==> src/hw/rtl/ctc_pkg.sv <==
// shared types, register indexes and constants for the color threshold centroid block
// no dependencies; imported by ctc_front, ctc_back and the top level
`timescale 1ns / 1ps
`default_nettype none

package ctc_pkg;

  localparam int SIZE_W     = 11;
  localparam int CFG_IDX_W  = 3;
  localparam int CFG_DATA_W = 16;
  localparam int COUNT_W    = 21;
  localparam int CENT_W     = 12;

  // configuration register indexes
  localparam logic [CFG_IDX_W-1:0] CFG_LUMA_BOUNDS  = 3'd0;
  localparam logic [CFG_IDX_W-1:0] CFG_CB_BOUNDS    = 3'd1;
  localparam logic [CFG_IDX_W-1:0] CFG_CR_BOUNDS    = 3'd2;
  localparam logic [CFG_IDX_W-1:0] CFG_FRAME_WIDTH  = 3'd3;
  localparam logic [CFG_IDX_W-1:0] CFG_FRAME_HEIGHT = 3'd4;
  localparam logic [CFG_IDX_W-1:0] CFG_REGION_SHAPE = 3'd5;
  localparam logic [CFG_IDX_W-1:0] CFG_MARK_MATCHES = 3'd6;
  localparam logic [CFG_IDX_W-1:0] CFG_MARK_OUTLINE = 3'd7;

  localparam logic [SIZE_W-1:0] RESET_WIDTH  = 11'd240;
  localparam logic [SIZE_W-1:0] RESET_HEIGHT = 11'd520;

  localparam logic [7:0] LUMA_MAX = 8'd255;
  // trapezoid margin at the left edge
  localparam logic [6:0] TRAP_EDGE = 7'd80;
  // ceil(2^20 / 20): exact floor(v/20) for v below 2^15
  localparam logic [15:0] RECIP_20    = 16'd52429;
  localparam int          RECIP_SHIFT = 20;

  typedef struct packed {
    logic [7:0] luma;
    logic [7:0] blue_chroma;
    logic [7:0] red_chroma;
  } pix_in_t;

  typedef struct packed {
    logic [7:0]                luma_out;
    logic                      frame_done;
    logic [COUNT_W-1:0]        match_count;
    logic signed [CENT_W-1:0]  centroid_x;
    logic signed [CENT_W-1:0]  centroid_y;
  } pix_out_t;

  // classified pixel passed from front to back
  typedef struct packed {
    logic [7:0] luma;
    logic [7:0] cb;
    logic [7:0] cr;
    logic       in_roi;
    logic       last;
  } cls_t;

  typedef struct packed {
    logic [15:0] luma_bounds;
    logic [15:0] cb_bounds;
    logic [15:0] cr_bounds;
    logic        mark_matches;
  } thr_cfg_t;

  function automatic logic in_range(logic [7:0] v, logic [15:0] b);
    return (v >= b[7:0]) && (v <= b[15:8]);
  endfunction

endpackage

`default_nettype wire

==> src/hw/rtl/ctc_div.sv <==
// restoring divider, one quotient bit per cycle
// no package dependencies; used by ctc_front and ctc_back
`timescale 1ns / 1ps
`default_nettype none

module ctc_div #(
  parameter int NW = 32,
  parameter int DW = 16
) (
  input  wire logic          clk_i,
  input  wire logic          rst_ni,
  input  wire logic          start_i,
  input  wire logic [NW-1:0] num_i,
  input  wire logic [DW-1:0] den_i,
  output logic               done_o,
  output logic [NW-1:0]      quo_o
);

  localparam int CNTB = $clog2(NW + 1);

  logic [NW-1:0]   quo_q;
  logic [DW-1:0]   rem_q;
  logic [DW-1:0]   den_q;
  logic [CNTB-1:0] cnt_q;
  logic            busy_q;
  logic            done_q;

  logic [DW:0]     rem_sh;
  logic            ge;
  logic [DW:0]     rem_sub;

  // one shift-subtract step
  always_comb begin
    rem_sh  = {rem_q, quo_q[NW-1]};
    ge      = rem_sh >= {1'b0, den_q};
    rem_sub = rem_sh - {1'b0, den_q};
  end

  always_ff @(posedge clk_i or negedge rst_ni) begin
    if (!rst_ni) begin
      quo_q  <= '0;
      rem_q  <= '0;
      den_q  <= '0;
      cnt_q  <= '0;
      busy_q <= 1'b0;
      done_q <= 1'b0;
    end else begin
      done_q <= 1'b0;
      if (start_i) begin
        quo_q  <= num_i;
        rem_q  <= '0;
        den_q  <= den_i;
        cnt_q  <= CNTB'(NW);
        busy_q <= 1'b1;
      end else if (busy_q) begin
        quo_q <= {quo_q[NW-2:0], ge};
        rem_q <= ge ? rem_sub[DW-1:0] : rem_sh[DW-1:0];
        cnt_q <= cnt_q - 1'b1;
        if (cnt_q == CNTB'(1)) begin
          busy_q <= 1'b0;
          done_q <= 1'b1;
        end
      end
    end
  end

  assign done_o = done_q;
  assign quo_o  = quo_q;

  // a new division never starts over a running one
  assert property (@(posedge clk_i) disable iff (!rst_ni) start_i |-> !busy_q)
    else $error("divider restarted while busy");

endmodule

`default_nettype wire

==> src/hw/rtl/ctc_front.sv <==
// front part: pixel intake, column and row counting, region classification
// depends on ctc_pkg and ctc_div
`timescale 1ns / 1ps
`default_nettype none

module ctc_front import ctc_pkg::*; #(
  parameter int MAX_WIDTH  = 1024,
  parameter int MAX_HEIGHT = 1024,
  localparam int WW = $clog2(MAX_WIDTH + 1),
  localparam int HW = $clog2(MAX_HEIGHT + 1),
  localparam int XW = $clog2(MAX_WIDTH),
  localparam int YW = $clog2(MAX_HEIGHT)
) (
  input  wire logic          clk_i,
  input  wire logic          rst_ni,
  input  wire logic          in_valid_i,
  input  wire pix_in_t       in_data_i,
  output logic               in_stall_o,
  input  wire logic [WW-1:0] w_i,
  input  wire logic [HW-1:0] h_i,
  input  wire logic          shape_i,
  input  wire logic          force_outline_i,
  input  wire logic          full_i,
  output logic               push_o,
  output cls_t               push_data_o,
  output logic [XW-1:0]      push_x_o,
  output logic [YW-1:0]      push_y_o
);

  localparam logic [2:0] F_IDLE = 3'd0;
  localparam logic [2:0] F_GEOM = 3'd1;
  localparam logic [2:0] F_CLS  = 3'd2;
  localparam logic [2:0] F_DIV  = 3'd3;
  localparam logic [2:0] F_TRAP = 3'd4;
  localparam logic [2:0] F_PUSH = 3'd5;

  localparam int PRW = WW + 19;
  localparam int NTW = XW + HW + 8;
  localparam int NW  = NTW + 2;
  localparam int DW  = XW + 1;
  localparam int SW  = HW + 9;

  logic [2:0]    state_q;
  logic [XW-1:0] col_q;
  logic [YW-1:0] row_q;
  logic [XW-1:0] x_q;
  logic [YW-1:0] y_q;
  pix_in_t       pix_q;
  logic [XW-1:0] c_q;
  logic [XW-1:0] xmin_q;
  logic [NTW-1:0] n_q;
  logic          inside_q;
  logic          outline_q;
  logic          div_start_q;

  logic [WW+2:0]  w7, w8;
  logic [PRW-1:0] prod_c, prod_x;
  logic [XW-1:0]  cmx;
  logic [HW-1:0]  quarter_h;
  logic [HW+XW-1:0] mx;
  logic [NTW-1:0] n_d;
  logic [HW+1:0]  h3;
  logic [WW-1:0]  x_w, wm1;
  logic [HW+1:0]  y_h, rymin, rymax;
  logic           in_x, in_y, rect_in, rect_out;
  logic           trap_skip;
  logic           div_done;
  logic [NW-1:0]  quo;
  logic [NW-1:0]  div_num;
  logic [SW+XW-1:0] tie_prod;
  logic           tie, ymax_up;
  logic signed [SW-1:0] ymin_s, ymax_s, y_s;
  logic           trap_in, trap_out;
  logic           last_col, last_row;

  ctc_div #(.NW(NW), .DW(DW)) u_div (
    .clk_i  (clk_i),
    .rst_ni (rst_ni),
    .start_i(div_start_q),
    .num_i  (div_num),
    .den_i  ({c_q, 1'b0}),
    .done_o (div_done),
    .quo_o  (quo)
  );

  // region geometry
  always_comb begin
    w7        = ({3'b000, w_i} << 3) - {3'b000, w_i};
    w8        = {w_i, 3'b000};
    prod_c    = PRW'(w7) * PRW'(RECIP_20);
    prod_x    = PRW'(w8) * PRW'(RECIP_20);
    cmx       = c_q - x_q;
    quarter_h = h_i >> 2;
    mx        = {{XW{1'b0}}, quarter_h} * {{HW{1'b0}}, x_q};
    n_d       = (NTW'(cmx) << 6) + (NTW'(cmx) << 4) + NTW'(mx);
    div_num   = NW'({n_q, 1'b0}) + NW'(c_q);
    // rectangle
    h3        = {2'b00, h_i} + {1'b0, h_i, 1'b0};
    x_w       = WW'(x_q);
    wm1       = w_i - 1'b1;
    y_h       = (HW+2)'(y_q);
    rymin     = (HW+2)'(quarter_h);
    rymax     = h3 >> 2;
    in_x      = (x_w >= WW'(xmin_q)) && (x_w <= wm1);
    in_y      = (y_h >= rymin) && (y_h <= rymax);
    rect_in   = in_x && in_y;
    rect_out  = (((x_w == WW'(xmin_q)) || (x_w == wm1)) && in_y) ||
                (((y_h == rymin) || (y_h == rymax)) && in_x);
    trap_skip = (c_q == '0) || (x_q > c_q);
    // trapezoid from the rounded margin
    ymin_s    = $signed({1'b0, quo[SW-2:0]});
    // margin exactly half way: the far edge h - m rounds up when still positive
    tie_prod  = (SW+XW)'(quo[SW-2:0]) * (SW+XW)'({c_q, 1'b0});
    tie       = NW'(tie_prod) == div_num;
    ymax_up   = tie && (ymin_s <= $signed(SW'(h_i)));
    ymax_s    = $signed(SW'(h_i)) - ymin_s + $signed(SW'(ymax_up));
    y_s       = $signed(SW'(y_q));
    trap_in   = (y_s >= ymin_s) && (y_s <= ymax_s);
    trap_out  = (((x_q == '0) || (x_q == c_q)) && trap_in) ||
                (y_s == ymin_s) || (y_s == ymin_s + 1) || (y_s + 1 == ymin_s) ||
                (y_s == ymax_s) || (y_s == ymax_s + 1) || (y_s + 1 == ymax_s);
    last_col  = x_w >= wm1;
    last_row  = HW'(y_q) >= (h_i - 1'b1);
  end

  // sequencer
  always_ff @(posedge clk_i or negedge rst_ni) begin
    if (!rst_ni) begin
      state_q     <= F_IDLE;
      col_q       <= '0;
      row_q       <= '0;
      x_q         <= '0;
      y_q         <= '0;
      pix_q       <= '0;
      c_q         <= '0;
      xmin_q      <= '0;
      n_q         <= '0;
      inside_q    <= 1'b0;
      outline_q   <= 1'b0;
      div_start_q <= 1'b0;
    end else begin
      div_start_q <= 1'b0;
      case (state_q)
        F_IDLE: begin
          if (in_valid_i) begin
            pix_q   <= in_data_i;
            x_q     <= col_q;
            y_q     <= row_q;
            state_q <= F_GEOM;
          end
        end
        F_GEOM: begin
          c_q     <= XW'(prod_c >> RECIP_SHIFT);
          xmin_q  <= XW'(prod_x >> RECIP_SHIFT);
          state_q <= F_CLS;
        end
        F_CLS: begin
          if (shape_i) begin
            inside_q  <= rect_in;
            outline_q <= rect_out;
            state_q   <= F_PUSH;
          end else if (trap_skip) begin
            inside_q  <= 1'b0;
            outline_q <= 1'b0;
            state_q   <= F_PUSH;
          end else begin
            n_q         <= n_d;
            div_start_q <= 1'b1;
            state_q     <= F_DIV;
          end
        end
        F_DIV: begin
          if (div_done) begin
            state_q <= F_TRAP;
          end
        end
        F_TRAP: begin
          inside_q  <= trap_in;
          outline_q <= trap_out;
          state_q   <= F_PUSH;
        end
        F_PUSH: begin
          if (!full_i) begin
            if (last_col && last_row) begin
              col_q <= '0;
              row_q <= '0;
            end else if (last_col) begin
              col_q <= '0;
              row_q <= row_q + 1'b1;
            end else begin
              col_q <= col_q + 1'b1;
            end
            state_q <= F_IDLE;
          end
        end
        default: begin
          state_q <= F_IDLE;
        end
      endcase
    end
  end

  assign in_stall_o = state_q != F_IDLE;
  assign push_o     = (state_q == F_PUSH) && !full_i;

  // outline forcing happens before thresholding
  always_comb begin
    push_data_o.luma   = (force_outline_i && outline_q) ? LUMA_MAX : pix_q.luma;
    push_data_o.cb     = pix_q.blue_chroma;
    push_data_o.cr     = pix_q.red_chroma;
    push_data_o.in_roi = inside_q;
    push_data_o.last   = last_col && last_row;
  end

  assign push_x_o = x_q;
  assign push_y_o = y_q;

endmodule

`default_nettype wire

==> src/hw/rtl/ctc_queue.sv <==
// two-entry queue between the front and back parts
// no package dependencies
`timescale 1ns / 1ps
`default_nettype none

module ctc_queue #(
  parameter int DW = 32
) (
  input  wire logic          clk_i,
  input  wire logic          rst_ni,
  input  wire logic          push_i,
  input  wire logic [DW-1:0] data_i,
  input  wire logic          pop_i,
  output logic [DW-1:0]      data_o,
  output logic               valid_o,
  output logic               full_o
);

  localparam int DEPTH = 2;
  localparam int PTRW  = $clog2(DEPTH);
  localparam int CNTW  = $clog2(DEPTH + 1);

  logic [DW-1:0]   mem_q [DEPTH];
  logic [PTRW-1:0] wr_q, rd_q;
  logic [CNTW-1:0] cnt_q;

  always_ff @(posedge clk_i) begin
    if (push_i) begin
      mem_q[wr_q] <= data_i;
    end
  end

  // pointers and fill level
  always_ff @(posedge clk_i or negedge rst_ni) begin
    if (!rst_ni) begin
      wr_q  <= '0;
      rd_q  <= '0;
      cnt_q <= '0;
    end else begin
      if (push_i) begin
        wr_q <= wr_q + 1'b1;
      end
      if (pop_i) begin
        rd_q <= rd_q + 1'b1;
      end
      if (push_i && !pop_i) begin
        cnt_q <= cnt_q + 1'b1;
      end else if (pop_i && !push_i) begin
        cnt_q <= cnt_q - 1'b1;
      end
    end
  end

  assign data_o  = mem_q[rd_q];
  assign valid_o = cnt_q != '0;
  assign full_o  = cnt_q == CNTW'(DEPTH);

  assert property (@(posedge clk_i) disable iff (!rst_ni) push_i |-> !full_o)
    else $error("push into full queue");
  assert property (@(posedge clk_i) disable iff (!rst_ni) pop_i |-> valid_o)
    else $error("pop from empty queue");

endmodule

`default_nettype wire

==> src/hw/rtl/ctc_back.sv <==
// back part: thresholding, match accumulation, frame-end centroid, output register
// depends on ctc_pkg and ctc_div
`timescale 1ns / 1ps
`default_nettype none

module ctc_back import ctc_pkg::*; #(
  parameter int MAX_WIDTH  = 1024,
  parameter int MAX_HEIGHT = 1024,
  localparam int WW = $clog2(MAX_WIDTH + 1),
  localparam int HW = $clog2(MAX_HEIGHT + 1),
  localparam int XW = $clog2(MAX_WIDTH),
  localparam int YW = $clog2(MAX_HEIGHT)
) (
  input  wire logic          clk_i,
  input  wire logic          rst_ni,
  input  wire logic          q_valid_i,
  input  wire cls_t          q_data_i,
  input  wire logic [XW-1:0] q_x_i,
  input  wire logic [YW-1:0] q_y_i,
  output logic               pop_o,
  input  wire thr_cfg_t      thr_i,
  input  wire logic [WW-1:0] w_i,
  input  wire logic [HW-1:0] h_i,
  output logic               out_valid_o,
  output pix_out_t           out_data_o,
  input  wire logic          out_stall_i
);

  localparam logic [2:0] B_IDLE = 3'd0;
  localparam logic [2:0] B_MUL  = 3'd1;
  localparam logic [2:0] B_SETX = 3'd2;
  localparam logic [2:0] B_DIVX = 3'd3;
  localparam logic [2:0] B_SETY = 3'd4;
  localparam logic [2:0] B_DIVY = 3'd5;

  localparam int CNTW  = $clog2(MAX_WIDTH * MAX_HEIGHT + 1);
  localparam int SUMXW = CNTW + XW;
  localparam int SUMYW = CNTW + YW;
  localparam int PW    = CNTW + WW + HW + 2;
  localparam int DNW   = PW + 2;
  localparam int DDW   = CNTW + 2;

  logic [2:0]         state_q;
  logic [CNTW-1:0]    cnt_q, fn_q;
  logic [SUMXW-1:0]   sx_q, fsx_q;
  logic [SUMYW-1:0]   sy_q, fsy_q;
  logic [7:0]         luma_q;
  logic [WW+CNTW-1:0] wn_q;
  logic [HW+CNTW-1:0] hn_q;
  logic               neg_q;
  logic [CENT_W-1:0]  cx_q;
  logic               div_start_q;
  logic [DNW-1:0]     div_num_q;
  logic [DDW-1:0]     div_den_q;
  logic               out_valid_q;
  pix_out_t           out_q;

  logic               match;
  logic [7:0]         luma_o;
  logic [CNTW-1:0]    cnt_new;
  logic [SUMXW-1:0]   sx_new;
  logic [SUMYW-1:0]   sy_new;
  logic signed [PW-1:0] numx, numy;
  logic [PW-1:0]      magx, magy;
  logic               div_done;
  logic [DNW-1:0]     quo;
  logic [CENT_W-1:0]  cent;

  ctc_div #(.NW(DNW), .DW(DDW)) u_div (
    .clk_i  (clk_i),
    .rst_ni (rst_ni),
    .start_i(div_start_q),
    .num_i  (div_num_q),
    .den_i  (div_den_q),
    .done_o (div_done),
    .quo_o  (quo)
  );

  // threshold and running sums
  always_comb begin
    match   = q_data_i.in_roi && in_range(q_data_i.luma, thr_i.luma_bounds) &&
              in_range(q_data_i.cb, thr_i.cb_bounds) &&
              in_range(q_data_i.cr, thr_i.cr_bounds);
    luma_o  = (match && thr_i.mark_matches) ? LUMA_MAX : q_data_i.luma;
    cnt_new = cnt_q + CNTW'(match);
    sx_new  = sx_q + (match ? SUMXW'(q_x_i) : '0);
    sy_new  = sy_q + (match ? SUMYW'(q_y_i) : '0);
    pop_o   = (state_q == B_IDLE) && q_valid_i && !out_valid_q;
  end

  // centroid numerators, signed, and their magnitudes
  always_comb begin
    numx = $signed(PW'({fsx_q, 1'b0})) - $signed(PW'(wn_q));
    numy = $signed(PW'(hn_q)) - $signed(PW'({fsy_q, 1'b0}));
    magx = numx[PW-1] ? PW'(-numx) : PW'(numx);
    magy = numy[PW-1] ? PW'(-numy) : PW'(numy);
    cent = neg_q ? CENT_W'(DNW'(0) - quo) : CENT_W'(quo);
  end

  always_ff @(posedge clk_i or negedge rst_ni) begin
    if (!rst_ni) begin
      state_q     <= B_IDLE;
      cnt_q       <= '0;
      sx_q        <= '0;
      sy_q        <= '0;
      fn_q        <= '0;
      fsx_q       <= '0;
      fsy_q       <= '0;
      luma_q      <= '0;
      wn_q        <= '0;
      hn_q        <= '0;
      neg_q       <= 1'b0;
      cx_q        <= '0;
      div_start_q <= 1'b0;
      div_num_q   <= '0;
      div_den_q   <= '0;
      out_valid_q <= 1'b0;
      out_q       <= '0;
    end else begin
      div_start_q <= 1'b0;
      if (out_valid_q && !out_stall_i) begin
        out_valid_q <= 1'b0;
      end
      case (state_q)
        B_IDLE: begin
          if (pop_o) begin
            if (!q_data_i.last) begin
              cnt_q       <= cnt_new;
              sx_q        <= sx_new;
              sy_q        <= sy_new;
              out_q       <= '{luma_out: luma_o, frame_done: 1'b0, match_count: '0,
                               centroid_x: '0, centroid_y: '0};
              out_valid_q <= 1'b1;
            end else begin
              cnt_q  <= '0;
              sx_q   <= '0;
              sy_q   <= '0;
              fn_q   <= cnt_new;
              fsx_q  <= sx_new;
              fsy_q  <= sy_new;
              luma_q <= luma_o;
              if (cnt_new == '0) begin
                out_q       <= '{luma_out: luma_o, frame_done: 1'b1, match_count: '0,
                                 centroid_x: '0, centroid_y: '0};
                out_valid_q <= 1'b1;
              end else begin
                state_q <= B_MUL;
              end
            end
          end
        end
        B_MUL: begin
          wn_q    <= {{CNTW{1'b0}}, w_i} * {{WW{1'b0}}, fn_q};
          hn_q    <= {{CNTW{1'b0}}, h_i} * {{HW{1'b0}}, fn_q};
          state_q <= B_SETX;
        end
        B_SETX: begin
          neg_q       <= numx[PW-1];
          div_num_q   <= DNW'({magx, 1'b0}) + DNW'({fn_q, 1'b0});
          div_den_q   <= {fn_q, 2'b00};
          div_start_q <= 1'b1;
          state_q     <= B_DIVX;
        end
        B_DIVX: begin
          if (div_done) begin
            cx_q    <= cent;
            state_q <= B_SETY;
          end
        end
        B_SETY: begin
          neg_q       <= numy[PW-1];
          div_num_q   <= DNW'({magy, 1'b0}) + DNW'({fn_q, 1'b0});
          div_den_q   <= {fn_q, 2'b00};
          div_start_q <= 1'b1;
          state_q     <= B_DIVY;
        end
        B_DIVY: begin
          if (div_done) begin
            out_q       <= '{luma_out: luma_q, frame_done: 1'b1,
                             match_count: COUNT_W'(fn_q),
                             centroid_x: cx_q, centroid_y: cent};
            out_valid_q <= 1'b1;
            state_q     <= B_IDLE;
          end
        end
        default: begin
          state_q <= B_IDLE;
        end
      endcase
    end
  end

  assign out_valid_o = out_valid_q;
  assign out_data_o  = out_q;

  // summary fields stay zero except on the last pixel of a frame
  assert property (@(posedge clk_i) disable iff (!rst_ni)
    (out_valid_q && !out_q.frame_done) |->
    (out_q.match_count == '0 && out_q.centroid_x == '0 && out_q.centroid_y == '0))
    else $error("frame summary outside frame end");

endmodule

`default_nettype wire

==> src/hw/rtl/color_threshold_centroid.sv <==
// top level: configuration registers, front classifier, queue and back accumulator
// depends on ctc_pkg, ctc_front, ctc_queue, ctc_back (ctc_div below them)
//
//   channel  | handshake                 | payload
//   ---------+---------------------------+--------------------------
//   pixel in | in_valid_i / in_stall_o   | in_data_i  (pix_in_t)
//   pixel out| out_valid_o / out_stall_i | out_data_o (pix_out_t)
//   config   | cfg_we_i (no wait)        | cfg_idx_i, cfg_data_i
//
// rectangle pixels pass the front through the intake, geometry, classify and push states;
// trapezoid pixels inside the margin span also wait in the divide and trapezoid states
// for the bit-serial margin divider. the back pops a new beat only once the output
// register has emptied; at a frame end with matches it runs the multiply state, then setup
// and a serial division for x, then setup and a serial division for y.
// a two-entry queue lets the front keep classifying while the output beat is stalled.
// reset is asynchronous active low; no memory clearing pass is needed.
`timescale 1ns / 1ps
`default_nettype none

module color_threshold_centroid import ctc_pkg::*; #(
  parameter int MAX_WIDTH  = 1024,
  parameter int MAX_HEIGHT = 1024
) (
  input  wire logic                  clk_i,
  input  wire logic                  rst_ni,
  input  wire logic                  in_valid_i,
  input  wire pix_in_t               in_data_i,
  output logic                       in_stall_o,
  output logic                       out_valid_o,
  output pix_out_t                   out_data_o,
  input  wire logic                  out_stall_i,
  input  wire logic                  cfg_we_i,
  input  wire logic [CFG_IDX_W-1:0]  cfg_idx_i,
  input  wire logic [CFG_DATA_W-1:0] cfg_data_i
);

  localparam int WW = $clog2(MAX_WIDTH + 1);
  localparam int HW = $clog2(MAX_HEIGHT + 1);
  localparam int XW = $clog2(MAX_WIDTH);
  localparam int YW = $clog2(MAX_HEIGHT);
  localparam int QW = $bits(cls_t) + XW + YW;

  logic [15:0]       luma_bounds_q, cb_bounds_q, cr_bounds_q;
  logic [SIZE_W-1:0] frame_width_q, frame_height_q;
  logic              region_shape_q, mark_matches_q, mark_outline_q;

  logic [WW-1:0] w_eff;
  logic [HW-1:0] h_eff;
  thr_cfg_t      thr;

  logic          push, pop, q_full, q_valid;
  cls_t          push_data, pop_data;
  logic [XW-1:0] push_x, pop_x;
  logic [YW-1:0] push_y, pop_y;
  logic [QW-1:0] q_out;

  // configuration registers
  always_ff @(posedge clk_i or negedge rst_ni) begin
    if (!rst_ni) begin
      luma_bounds_q  <= '0;
      cb_bounds_q    <= '0;
      cr_bounds_q    <= '0;
      frame_width_q  <= RESET_WIDTH;
      frame_height_q <= RESET_HEIGHT;
      region_shape_q <= 1'b0;
      mark_matches_q <= 1'b0;
      mark_outline_q <= 1'b0;
    end else if (cfg_we_i) begin
      case (cfg_idx_i)
        CFG_LUMA_BOUNDS:  luma_bounds_q  <= cfg_data_i;
        CFG_CB_BOUNDS:    cb_bounds_q    <= cfg_data_i;
        CFG_CR_BOUNDS:    cr_bounds_q    <= cfg_data_i;
        CFG_FRAME_WIDTH:  frame_width_q  <= cfg_data_i[SIZE_W-1:0];
        CFG_FRAME_HEIGHT: frame_height_q <= cfg_data_i[SIZE_W-1:0];
        CFG_REGION_SHAPE: region_shape_q <= cfg_data_i[0];
        CFG_MARK_MATCHES: mark_matches_q <= cfg_data_i[0];
        CFG_MARK_OUTLINE: mark_outline_q <= cfg_data_i[0];
        default: begin
        end
      endcase
    end
  end

  // effective frame size: zero acts as one, large values saturate
  always_comb begin
    if (frame_width_q == '0) begin
      w_eff = WW'(1);
    end else if (32'(frame_width_q) > 32'(MAX_WIDTH)) begin
      w_eff = WW'(MAX_WIDTH);
    end else begin
      w_eff = WW'(frame_width_q);
    end
    if (frame_height_q == '0) begin
      h_eff = HW'(1);
    end else if (32'(frame_height_q) > 32'(MAX_HEIGHT)) begin
      h_eff = HW'(MAX_HEIGHT);
    end else begin
      h_eff = HW'(frame_height_q);
    end
    thr.luma_bounds  = luma_bounds_q;
    thr.cb_bounds    = cb_bounds_q;
    thr.cr_bounds    = cr_bounds_q;
    thr.mark_matches = mark_matches_q;
  end

  ctc_front #(.MAX_WIDTH(MAX_WIDTH), .MAX_HEIGHT(MAX_HEIGHT)) u_front (
    .clk_i          (clk_i),
    .rst_ni         (rst_ni),
    .in_valid_i     (in_valid_i),
    .in_data_i      (in_data_i),
    .in_stall_o     (in_stall_o),
    .w_i            (w_eff),
    .h_i            (h_eff),
    .shape_i        (region_shape_q),
    .force_outline_i(mark_matches_q && mark_outline_q),
    .full_i         (q_full),
    .push_o         (push),
    .push_data_o    (push_data),
    .push_x_o       (push_x),
    .push_y_o       (push_y)
  );

  ctc_queue #(.DW(QW)) u_queue (
    .clk_i  (clk_i),
    .rst_ni (rst_ni),
    .push_i (push),
    .data_i ({push_data, push_x, push_y}),
    .pop_i  (pop),
    .data_o (q_out),
    .valid_o(q_valid),
    .full_o (q_full)
  );

  assign {pop_data, pop_x, pop_y} = q_out;

  ctc_back #(.MAX_WIDTH(MAX_WIDTH), .MAX_HEIGHT(MAX_HEIGHT)) u_back (
    .clk_i      (clk_i),
    .rst_ni     (rst_ni),
    .q_valid_i  (q_valid),
    .q_data_i   (pop_data),
    .q_x_i      (pop_x),
    .q_y_i      (pop_y),
    .pop_o      (pop),
    .thr_i      (thr),
    .w_i        (w_eff),
    .h_i        (h_eff),
    .out_valid_o(out_valid_o),
    .out_data_o (out_data_o),
    .out_stall_i(out_stall_i)
  );

endmodule

`default_nettype wire

==> config.mk <==
export PLATFORM = sky130hd
export DESIGN_NAME = color_threshold_centroid
export DESIGN_NICKNAME = d
export VERILOG_FILES = /design/src/hw/rtl/ctc_pkg.sv /design/src/hw/rtl/ctc_div.sv /design/src/hw/rtl/ctc_front.sv /design/src/hw/rtl/ctc_queue.sv /design/src/hw/rtl/ctc_back.sv /design/src/hw/rtl/color_threshold_centroid.sv
export SDC_FILE = /design/constraint.sdc
export NUM_CORES = 2
export LEC_CHECK = 0
export ABC_AREA = 1
export BUFFER_PORTS_ARGS = -buffer_cell sky130_fd_sc_hd__clkbuf_2
export CORE_ASPECT_RATIO = 1.5
export CORE_MARGIN = 1
export CORE_UTILIZATION = 48
export DETAILED_ROUTE_END_ITERATION = 8
export GPL_ROUTABILITY_DRIVEN = 0
export HOLD_SLACK_MARGIN = 0.06
export MAX_ROUTING_LAYER = met4
export SYNTH_ARGS = -nofsm -noshare
export SYNTH_HDL_FRONTEND = slang
export SYNTH_SLANG_ARGS = --single-unit
==> constraint.sdc <==
create_clock -name clk_i -period 9.6 [get_ports clk_i]
set_clock_uncertainty 0.05 [all_clocks]
set_input_delay 0.96 -clock clk_i [delete_from_list [all_inputs] [get_ports clk_i]]
set_output_delay 0.96 -clock clk_i [all_outputs]
set_load 0.05 [all_outputs]
Yosys cells after proc, flatten, opt, wreduce, memory -nomap -nowiden. Memories as Yosys holds them, arrays and structs flattened. Cells that the tools add are included. W data, S select, Z words.

Flip-flop bits (word level): 732. Bits of input ports: 48. Logic and storage cells: 322. Memories: 1. RAM bits: 92. Output and inout port bits: 56.

Memories: u_queue.mem_q (words 2, width 46, read ports 1, clocked after Yosys merged registers in 0, write ports 1, RTL line ctc_queue.sv:23) `logic [DW-1:0] mem_q [DEPTH];`.

Add/subtract/negate cells: 33. Magnitude comparators: 20. Multiplexer cells: 82. Bitwise logic cells: 3. Eq/ne operators: 42. $mul: 6. Reduce and logical (&&, ||, !) cells: 77.

Operator list (number): $mux W54 (4); $mux W31 (4); $pmux W54 S2 (1); $add A46 B22 Y47 (2); $mux W47 (2); $pmux W47 S2 (1); $mux W45 (2); $neg A45 Y45 (2); $mux W11 (7); $mux W23 (3); $sub A32 B32 Y33 (2); $eq A11 B32 Y1 (2); $mul A11 B21 Y32 (2); $add A31 B31 Y31 (2); $mux W10 (6); $pmux W3 S6 (2); $eq A32 B20 Y1 (1); $add A30 B10 Y31 (1); $eq A30 B31 Y1 (1); $mul A14 B16 Y30 const B (1); $mux W3 (10); $add A29 B21 Y29 (1); $mul A19 B10 Y29 (1); $mul A11 B16 Y27 const B (1); other kinds (72) (202).

Longest topological paths before layout.
Word-level depth: 16. Depth in mapped cells: 60. Gate-level depth less buffers: 58.

Cells and area by module. Synthesis repeated with hierarchy kept, for this count alone.

Cell total of the unflattened synthesis: 11286. Area, all modules: 84822.6 um^2.

Modules (own cells, without submodules): ctc_back (instances 1, area each 41084.4 um^2, cells each 5829, seq. area each 9434.0 um^2); ctc_front (instances 1, area each 27571.4 um^2, cells each 3644, seq. area each 2752.6 um^2); ctc_div (u_back.u_div) (instances 1, area each 6200.9 um^2, cells each 873, seq. area each 2527.4 um^2); ctc_queue (instances 1, area each 3649.8 um^2, cells each 168, seq. area each 2862.7 um^2); ctc_div (u_front.u_div) (instances 1, area each 3333.2 um^2, cells each 431, seq. area each 1501.4 um^2); color_threshold_centroid (instances 1, area each 2982.9 um^2, cells each 341, seq. area each 1834.3 um^2).

Least setup slack after synthesis. Ideal clock, no wire load.

Path type: register -> register. Start point: reg u_front.u_div.quo_q[4] (netlist: u_front.u_div.quo_o[4]). End point: reg u_front.outline_q. Path slack: 1.217 ns. Data arrival time: 8.212 ns. Setup time: 0.121 ns. Cell stages (with the launch flop): 51. Clock period less this slack: 8.383 ns. Buffers on the path: 2. Required time: 9.429 ns. Path through: dfrtp_1 clkbuf_1 clkbuf_1 nand2_1 fa_1 fa_1 inv_1 ha_1 inv_1 fa_1 inv_1 fa_1 ha_1 a21o_1 nand3b_1 a21boi_0 o21ai_0 nand3_1 (+15 left out) nand2_1 nand2_1 or2_2 nand2_1 ha_1 nand4_1 o221ai_1 nand2_1 nand2_1 nand2_1 nor2_1 o21ai_0 nand3_1 nand4_1 nor2_1 nand3_1 nand2_1 a21oi_1.

Longest elaborated chain between the ends: 14. Elaborated cells on any way between the ends: 25. Classes of those cells: 4 x add/sub; 1 x mul; 3 x order compare; 7 x eq/ne; 1 x mux; 9 x reduce/logical.

RTL lines: from (decl) (RTL line ctc_div.sv:21) `logic [NW-1:0] quo_q;`; from (signal assigned) (RTL line ctc_div.sv:50) `quo_q <= num_i;`; from (signal assigned) (RTL line ctc_div.sv:56) `quo_q <= {quo_q[NW-2:0], ge};`; parallel branches: the longest is 12 deep, another holds $mul A19 B10 Y29; $logic_or A1 B1 Y1 (*) (RTL line ctc_front.sv:121) `(y_s == ymax_s) || (y_s == ymax_s + 1) || (y_s + 1 == ymax_s);`; $pmux W1 S2 (*) (RTL line ctc_front.sv:143) `case (state_q)`; to (signal assigned) (RTL line ctc_front.sv:160) `outline_q <= rect_out;`; to (signal assigned) (RTL line ctc_front.sv:179) `outline_q <= trap_out;`; to (decl) (RTL line ctc_front.sv:53) `logic outline_q;`.

Every way passes the cells marked *. A chain may end at the register's enable or synchronous reset.

Worst setup path in the final report.
Start point: reg u_front.c_q[5]. End point: reg u_front.outline_q.

Longest elaborated chain between the ends: 14. Elaborated cells on any way between the ends: 26. Classes of those cells: 3 x add/sub; 1 x mul; 2 x order compare; 6 x eq/ne; 1 x mux; 13 x reduce/logical.

RTL lines: from (decl) (RTL line ctc_front.sv:49) `logic [XW-1:0] c_q;`; from (signal assigned) (RTL line ctc_front.sv:153) `c_q <= XW'(prod_c >> RECIP_SHIFT);`; parallel branches: the longest is 14 deep, another holds $mul A19 B10 Y29.

Parallel ways; which one is timed is not known.

==> summary.txt <==
Run status
  – Outcome: completed

Timing
  – Final setup viols: 0
  – Slew of the pin with the lowest slew margin: between 1 and 1.5 ns
  – Maximum clock rate: 0.111 GHz
  – Worst hold slack: approximately 0.18 ns
  – Period minus WS final: around 9 ns
  – Setup TNS: 0 ns
  – Max-slew violation count: 0
  – RSZ-0062 raised after global routing: no
  – Period utilization: between 90% and 100%
  – Slew HR: under 10%
  – Fin. Hold Viols: 0

Routing
  – Total Wirelength: 257000 um
  – Routed Antenna Nets: 0
  – DRT Pass-1 Iters: 6
  – Via count: between 70000 and 80000
  – Vias per inst: 5.47
  – DR iter-0 viols: approximately 4300
  – Wire length per cell: ~20 um
  – # DRC: 0

Yosys
  – Compound-gate portion of the synthesized area: around 10%
  – Post-Synth Simple-Gate Area: 21.7%
  – Ys async rst share: approximately nine tenths
  – Yosys top cell area share: 22.1%
  – Mapped Cells: 10500
  – Post-synthesis mux area share: less than 1%
  – EDFF count, synth: 92
  – Post-Synth Adder-Cell Area: 28.1%
  – Largest family of logic cells by synthesized area: adder cells
  – Seq/Total Area, Yosys: 25.7%
  – Cell taking the most area after synthesis: dfrtp_1
  – Main flop type after synthesis: dfrtp_1
  – Syn_nets: approximately 12000
  – YS warnings: 0
  – Post-Syn Area per Cell: approximately 7.7 um2
  – Synth top area cells: dfrtp_1 (22%), fa_1 (16%), nand2_1 (13%), ha_1 (12%), inv_1 (8.2%)
  – Synth Area in XOR/XNOR: under 10%
  – Synth Cell Area: 80900 um2
  – Unique masters post-synth: 81
  – FF+latch count, synth: 814

GRT
  – Met2 GRT Util: 54.6%
  – First-pass GRT wire length: roughly 400000 um
  – Most crowded layer after global routing: met2
  – Initial antenna violation count: 8
  – Vias in the first global route: ~72000
  – Pin count of the biggest net entering global routing: around 180
  – GR Util met3: 3.44%
  – Total track usage: 31.5%
  – GRT met1 Usage: between 30% and 40%
  – Grt ovf: 0

Worst setup path
  – CP arrival: 9.67 ns
  – CP peak stage delay: 0.56 ns
  – Cell repeated most along the worst path: nand2_1
  – R2R Setup Slk: 0.56 ns
  – CP startpoint kind: register
  – Critical path endpoint category: register
  – CP Data Required Time: roughly 10 ns
  – Kind of critical path: reg -> reg
  – Crit path max fanout: 13
  – Crit-path slowest cell: dfrtp_1

Floorplanning
  – Io pins: ~100
  – Row Count: ~180
  – Die ar.: between 150000 and 200000 um2
  – Initial core utilization: ~48%
  – Core footprint: 168000 um2
  – Die height: around 500 um
  – Chip Width: ~340 um

Cells and area
  – Fin nets: between 10000 and 15000
  – Final Non-Filler Cells: about 13000
  – Most common cell after layout, fill and taps aside: nand2_1
  – Share of cells above drive strength 1: between 6 and 7%
  – # fillers: 16400
  – Layout area overhead: 7.89%
  – Most frequent cells in the layout: nand2_1 (2715), inv_1 (1763), ha_1 (799), dfrtp_1 (702), o21ai_0 (685)

Clock network
  – Clk slew on worst S/H paths: around 0.07 ns
  – Worst skew pair latency: roughly 0.78 ns
  – Root buf cell: clkbuf_16
  – Total CTS buffers: a little under 90
  – CTS tree: built
  – Clock sinks: approximately 810
  – H-tree levels: 3
  – Clock Tree Buf Depth: 3
  – Setup Buffers After CTS: 0

Place
  – Post-DP HPWL: between 200000 and 250000 um
  – Port bufs: approximately 100
  – Inst Count DP: 12700

Worst hold path
  – Worst Hold Class: in -> async

Flow run
  – Max-cap viol count: 0
-- final timing paths --
check	endpoint	cells past startpoint	startpoint
worst max-delay path	u_front.outline_q	45	u_front.c_q[5]
worst min-delay path	u_back.fsx_q[6]	1	rst_ni
worst max register to register	u_front.outline_q	45	u_front.c_q[5]
worst min register to register	u_queue.mem_q[1][35]	0	u_front.push_data_o[15]
max in group asynchronous	frame_width_q[9]	3	rst_ni
min in group clk_i	u_front.push_data_o[2]	2	in_data_i[0]
-- sequential cells by signal, indices dropped and copies added, names as in the netlist, 16 cells and up --
register,count
u_back.hn_q,32
u_back.sy_q,31
u_back.wn_q,32
u_back.fsx_q,31
u_back.u_div.den_q,21
u_front.n_q,20
u_back.u_div.quo_o,47
u_back.cnt_q,21
cr_bounds_q,16
u_back.out_data_o,54
u_back.sx_q,31
cb_bounds_q,16
u_back.div_num_q,46
u_front.u_div.quo_o,31
u_queue.mem_q,92
u_back.u_div.rem_q,23
u_back.fsy_q,31
u_back.fn_q,21
u_back.div_den_q,21
luma_bounds_q,16
u_front.push_data_o,16
-- area by class of cell --
class | instances | area (um2) | share of cell area (%)
multi-input combinational | 7557 | 52100 | 59.7
sequential | 814 | 20900 | 23.9
inverter | 1791 | 6730 | 7.70
tap | 2232 | 2790 | 3.20
clock buffer | 119 | 2430 | 2.78
timing repair buffer | 267 | 1780 | 2.04
clock inverter | 45 | 588 | 0.673
antenna | 7 | 17.5 | 0.0201
-- per-stage QoR --
| step | util [%] | instance area (um2) | setup WS [ns] |
|---|---|---|---|
| CTS | 52.1 | 87300 | 0.524 |
| detailed placement | 50.3 | 84300 | 0.574 |
| global route | 52.1 | 87300 | 0.000498 |
| floorplan | - | 80900 | 1.22 |
| finish | 52.1 | 87300 | 0.558 |
| global placement | 50.3 | 84300 | 0.602 |
-- worst max-delay path, delay by kind of cell (launching register included) --
kind,cells,cell delay (ns)
fa+ha+maj,9,3.72
simple gates,18,2.08
compound gates,9,1.49
buf+inv,8,0.95
flops,1,0.56
xor+xnor,1,0.08
-- metal layers --
metal | part of all wire, % | wire (um) | up-vias
met3 | 4.2 | 10800 | 864
li1 | - | - | 33300
met2 | 51 | 130000 | 1936
met4 | 8.8 | 22600 | 0
met1 | 36 | 93300 | 34100
met5 | 0 | 0 | -
-- synth_stat cells (all sizes together) (17+ instances only) --
cell	n
a21boi	17
a21oi	443
a31oi	50
buf	34
clkbuf	288
dfrtp	716
edfxtp	92
fa	636
ha	799
inv	1775
mux2	17
nand2	2794
nand3	383
nand3b	29
nand4	114
nor2	716
nor3	122
nor4	36
o211ai	18
o21a	18
o21ai	696
o21bai	24
o22ai	105
or2	32
xnor2	123
xor2	260
-- timing repair --
item,4_1_cts,5_1_grt
resized for setup,0,5
endpoints found under the setup margin,0,1
hold buffers,0,0
-- cell families after synthesis --
logic type	count (synthesis)
and+or+nand+nor	4241
buffers and inverters	2113
AOI/OAI and AO/OA	1474
adders and majority gates	1435
DFF	814
xor gates and xnor gates	384
muxes	23
Power is left out: the tool's default activity adds up to more than one toggle a clock period on the data nets, which glitch-free logic cannot reach.
